`src/rtl/srank_pkg.sv`:
```
// Shared constants and types for the stable rank engine.
`timescale 1ns / 1ps
`default_nettype none

package srank_pkg;

    // Width of one input value.
    localparam int DATA_W = 32;
    // Width of the reported position and rank fields.
    localparam int POS_W = 6;
    // Output tdata width: position and rank, padded to whole bytes.
    localparam int OUT_TDATA_W = ((2 * POS_W + 7) / 8) * 8;
    // Default capacity of the cell chain.
    localparam int MAX_ITEMS_DEF = 64;

    // Phases of one set: loading values, circulating them, and reporting.
    typedef enum logic [1:0] {
        ST_LOAD,
        ST_ROTATE,
        ST_EMIT
    } srank_state_t;

    // Commands that the controller broadcasts to every cell.
    typedef struct packed {
        logic rotate;
        logic emit_shift;
        logic clear;
    } srank_ctl_t;

endpackage

`default_nettype wire

```
`src/rtl/srank_cell.sv`:
```
// One cell of the ranking chain: a held value, its rank and a circulating copy.
`timescale 1ns / 1ps
`default_nettype none

module srank_cell #(
    parameter int IDX_W = 6
) (
    input  wire                                     clk,
    input  wire                                     rst_n,
    input  srank_pkg::srank_ctl_t                   ctl,
    input  wire                                     load,
    input  wire  [IDX_W-1:0]                        cell_idx,
    input  wire  signed [srank_pkg::DATA_W-1:0]     load_value,
    input  wire  signed [srank_pkg::DATA_W-1:0]     pass_value_in,
    input  wire  [IDX_W-1:0]                        pass_idx_in,
    input  wire                                     pass_valid_in,
    input  wire  [IDX_W-1:0]                        rank_in,
    output logic signed [srank_pkg::DATA_W-1:0]     pass_value_out,
    output logic [IDX_W-1:0]                        pass_idx_out,
    output logic                                    pass_valid_out,
    output logic [IDX_W-1:0]                        rank_out
);

    logic signed [srank_pkg::DATA_W-1:0] own_value_reg, own_value_next;
    logic                                own_valid_reg, own_valid_next;
    logic [IDX_W-1:0]                    rank_reg, rank_next;
    logic signed [srank_pkg::DATA_W-1:0] pass_value_reg, pass_value_next;
    logic [IDX_W-1:0]                    pass_idx_reg, pass_idx_next;
    logic                                pass_valid_reg, pass_valid_next;
    logic                                pass_before;

    // The passing value sorts ahead of ours: smaller, or equal and earlier.
    assign pass_before = (pass_value_reg < own_value_reg) ||
                         ((pass_value_reg == own_value_reg) && (pass_idx_reg < cell_idx));

    always_comb
    begin
        own_value_next  = own_value_reg;
        own_valid_next  = own_valid_reg;
        rank_next       = rank_reg;
        pass_value_next = pass_value_reg;
        pass_idx_next   = pass_idx_reg;
        pass_valid_next = pass_valid_reg;
        if (ctl.clear)
        begin
            own_valid_next  = 1'b0;
            pass_valid_next = 1'b0;
        end
        else if (load)
        begin
            own_value_next  = load_value;
            own_valid_next  = 1'b1;
            rank_next       = '0;
            pass_value_next = load_value;
            pass_idx_next   = cell_idx;
            pass_valid_next = 1'b1;
        end
        else if (ctl.rotate)
        begin
            if (own_valid_reg && pass_valid_reg && pass_before)
            begin
                rank_next = rank_reg + IDX_W'(1);
            end
            pass_value_next = pass_value_in;
            pass_idx_next   = pass_idx_in;
            pass_valid_next = pass_valid_in;
        end
        else if (ctl.emit_shift)
        begin
            rank_next = rank_in;
        end
    end

    always_ff @(posedge clk or negedge rst_n)
    begin
        if (!rst_n)
        begin
            own_valid_reg  <= 1'b0;
            pass_valid_reg <= 1'b0;
        end
        else
        begin
            own_valid_reg  <= own_valid_next;
            pass_valid_reg <= pass_valid_next;
        end
    end

    always_ff @(posedge clk)
    begin
        own_value_reg  <= own_value_next;
        rank_reg       <= rank_next;
        pass_value_reg <= pass_value_next;
        pass_idx_reg   <= pass_idx_next;
    end

    assign pass_value_out = pass_value_reg;
    assign pass_idx_out   = pass_idx_reg;
    assign pass_valid_out = pass_valid_reg;
    assign rank_out       = rank_reg;

endmodule

`default_nettype wire

```
`config.mk`:
```
export PLATFORM = sky130hd
export DESIGN_NAME = srank_cell
export DESIGN_NICKNAME = d
export VERILOG_FILES = /design/src/rtl/srank_pkg.sv /design/src/rtl/srank_cell.sv
export SDC_FILE = /design/constraint.sdc
export NUM_CORES = 1
export LEC_CHECK = 0
export ABC_CLOCK_PERIOD_IN_PS = 3500
export BUFFER_PORTS_ARGS = -buffer_cell sky130_fd_sc_hd__buf_2
export CORE_UTILIZATION = 40
export CTS_CLUSTER_DIAMETER = 150
export DETAILED_ROUTE_END_ITERATION = 16
export PLACE_DENSITY = 0.67
export SYNTH_ARGS = -nofsm -noshare
export SYNTH_HDL_FRONTEND = slang
export SYNTH_SLANG_ARGS = --single-unit
```
`constraint.sdc`:
```
create_clock -name clk -period 3.5 [get_ports clk]
set_clock_uncertainty 0.15 [all_clocks]
set_input_delay 0.35 -clock clk [delete_from_list [all_inputs] [get_ports clk]]
set_output_delay 0.35 -clock clk [all_outputs]
set_load 0.02 [all_outputs]
```
==> impl_metrics.json <==
{
  "synth_cell_types": 39,
  "clkLatencyLatePin_ns": 0.35,
  "clkPwrFrac_pct": 26.2,
  "ff2ff_setup_slack_ns": 0.42,
  "p_leak_nw": 2.218,
  "synthMuxAreaShare_pct": 11.21,
  "ys_seq_area_share_pct": 58.38,
  "hp-start": "load_value[13]",
  "syn_nets": 414,
  "rsz0062_at_grt": "no",
  "fp.dieW_um": 101.9,
  "fillCellCount": 892,
  "numPortBuffers": 133,
  "gp_congestion": 0.7859,
  "slew_violations": 0,
  "clk_pin_slew_ns": 0.07,
  "worstMarginPinSlew_ns": 0.6362,
  "dp_hpwl_um": 6304,
  "tns_ns": 0,
  "hold_violations": 0,
  "power_frac_seq_pct": 54.2,
  "rows": 36,
  "ir_drop_uv": 192.4,
  "synth_flop_cell": "edfxtp_1",
  "period_share_pct": 88.02,
  "start_util_pct": 41.06,
  "crit_path_end_kind": "flip-flop",
  "grt_use_total_pct": 16.60,
  "nNetsFinal": 555,
  "slowest_delay_ns": 0.58,
  "fin_util_pct": 51.31,
  "power_mw": 2.130,
  "num_antenna_cells": 0,
  "power_density_nw_per_um2": 426.6,
  "drt_iter0_drc": 72,
  "post_synth.cell_area_avg_um2": 13.92,
  "multiInputGateArea_um2": 1488,
  "vias_per_cell": 4.766,
  "core_area_um2": 9729,
  "syn_to_final_growth_pct": 24.96,
  "synth_seq_cells": 78,
  "internal_power_mw": 1.549,
  "routed_wl_um": 8280,
  "setup_viol": 0,
  "yosys.area_share.simple_pct": 6.420,
  "reg2regPathDepth": 8,
  "seq_area_um2": 2332,
  "numCtsBuffers": 9,
  "path_class": "reg2reg",
  "vias": 2693,
  "critPathLaunchType": "flip-flop",
  "maxCapViolCount": 0,
  "synth_top_family_by_area": "adder cells",
  "hold-path-endpoint": "own_value_reg[13]",
  "period_minus_slack_ns": 3.081,
  "io_pins": 134,
  "detail_route.wl_per_cell_um": 14.65,
  "crit_required_ns": 3.34,
  "rr_startpoint": "pass_value_out[23]",
  "synth_top_area_share_pct": 57.12,
  "layout-drive-gt1-share_pct": 42.13,
  "fmax_mhz": 324.6,
  "grt_max_degree": 33,
  "maxSlewHeadroom_pct": 56.49,
  "r2r_end": "rank_out[1]",
  "clockRootBuffer": "clkbuf_8",
  "yosysWarnings": 0,
  "first_pass_iters": 4,
  "grt_pass1_vias": 2663,
  "h-tree-depth": 3,
  "synth_cells": 287,
  "cts_buffer_depth": 2,
  "hold_path.class": "in2reg",
  "cp_max_fo": 6,
  "switching_share_pct": 27.25,
  "cp_data_arrival_time_ns": 2.92,
  "tritoncts": "built",
  "antenna_found_initial": 0,
  "synthesis.area_um2": 3995,
  "synth_top_area_cell": "edfxtp_1",
  "netlist_top_cells_area": "edfxtp_1 57%, ha_1 12%, mux2_2 7.6%, inv_1 3.7%, mux2_1 3.1%",
  "dieHeight_um": 101.9,
  "synthArstFlopShare_pct": 2.564,
  "cts.sinks": 78,
  "synth_fa_ha_area_share_pct": 11.90,
  "switching_power_mw": 0.5803,
  "grt_pass1_wl_um": 12640,
  "hold_path_depth": 1,
  "drc": 0,
  "grt.overflow.total": 0,
  "path_cells": "ha_1 -> nand4_1 -> nor2_1 -> nand3_1 -> or4_4 -> a2111oi_4 -> nor3b_1 -> a211oi_2",
  "ant_nets": 0,
  "dieArea_um2": 10390,
  "combPwrFrac_pct": 19.6,
  "synth-xor-area-share_pct": 1.096,
  "status": "complete, no violations",
  "synth-compound-area-share_pct": 6.232,
  "post_cts_resized": 0,
  "slowest_stage": "or4_4",
  "synth_edf_count": 76
}
-- cell usage after synthesis, types with 2 or more instances --
master / number
edfxtp_1: 76
inv_1: 39
ha_1: 38
mux2_2: 27
a21oi_1: 14
nor2_1: 13
mux2_1: 11
nand2_1: 8
nand3_1: 7
a211oi_1: 6
clkbuf_1: 5
nand4_1: 4
nor2b_1: 4
a21o_1: 3
o21ai_1: 3
xnor2_1: 3
dfrtp_1: 2
mux2i_1: 2
xor2_1: 2
-- critical path, delay by kind of cell, from the launching register on --
family                   cells  cell delay (ns)
AND/OR/NAND/NOR              5             1.11
AO/OA/AOI/OAI                2             0.72
adder cells (fa/ha/maj)      1             0.34
flip-flops                   1             0.40
-- stage by stage --
step	area, um^2	hold WS, ns	setup slack (ns)	std cells
after floorplan	3995	-0.09559	0.5316	287
after global placement	4833	-0.008483	0.3129	549
after detailed placement	4833	-0.006139	0.3033	549
after CTS	4992	0.01494	0.2760	565
after global routing	4992	0.01777	0.1044	565
final	4992	0.03533	0.4192	565
-- routing by layer --
metal / wire length, um / track usage [%] / up-vias
met1: 3491 / 19.44 / 1249
li1: - / - / 1346
met3: 462 / 3.283 / 11
met4: 171 / 8.571 / 0
met2: 4155 / 28.95 / 87
met5: 0 / 0 / -
-- timing repair --
item | 4_1_cts | 5_1_grt
buffers inserted | 0 | 0
endpoints found under the hold margin | 2 | 0
hold buffers | 1 | 0
-- worst max-delay path by stage --
stage                            start         endpoint  slack [ns]
finish              pass_value_out[23]      rank_out[1]        0.42
global route         pass_value_out[1]      rank_out[4]        0.10
CTS                  pass_value_out[1]      rank_out[1]        0.28
detailed placement   pass_value_out[7]      rank_out[1]        0.30
global placement     pass_value_out[7]      rank_out[0]        0.31
floorplan                         load  pass_idx_out[0]        0.53
-- power by group through the flow --
stage	logic (mW)	clock network, mW	registers, mW
2_1_floorplan	0.200	0	1.23
3_3_place_gp	0.415	0	1.17
3_5_place_dp	0.423	0	1.18
4_1_cts	0.425	0.581	1.15
5_1_grt	0.466	0.610	1.16
6_report	0.417	0.559	1.15
-- cells by family after synthesis --
family / Yosys count
AOI/OAI and AO/OA: 35
xor gates and xnor gates: 5
adders and majority gates: 38
buffers and inverters: 46
DFF: 78
muxes: 40
and+or+nand+nor: 45
-- layout make-up --
cell class / count / area share (%)
sequential: 78 / 46.72
multi-input combinational: 163 / 29.80
timing repair buffer: 137 / 14.24
tap: 133 / 3.333
inverter: 39 / 2.932
clock buffer: 13 / 2.782
clock inverter: 2 / 0.2005
-- layout by cell type (no fill, tap or decap), types with 4 or more instances in the layout --
cell type,count
buf_2,133
edfxtp_1,76
inv_1,39
ha_1,38
mux2_2,27
a21oi_1,14
nor2_1,12
mux2_1,11
clkbuf_8,9
nand2_1,8
nand3_1,7
a211oi_1,6
nand4_1,4
clkbuf_1,4
No activity file was read; power rests on OpenSTA's default activity.
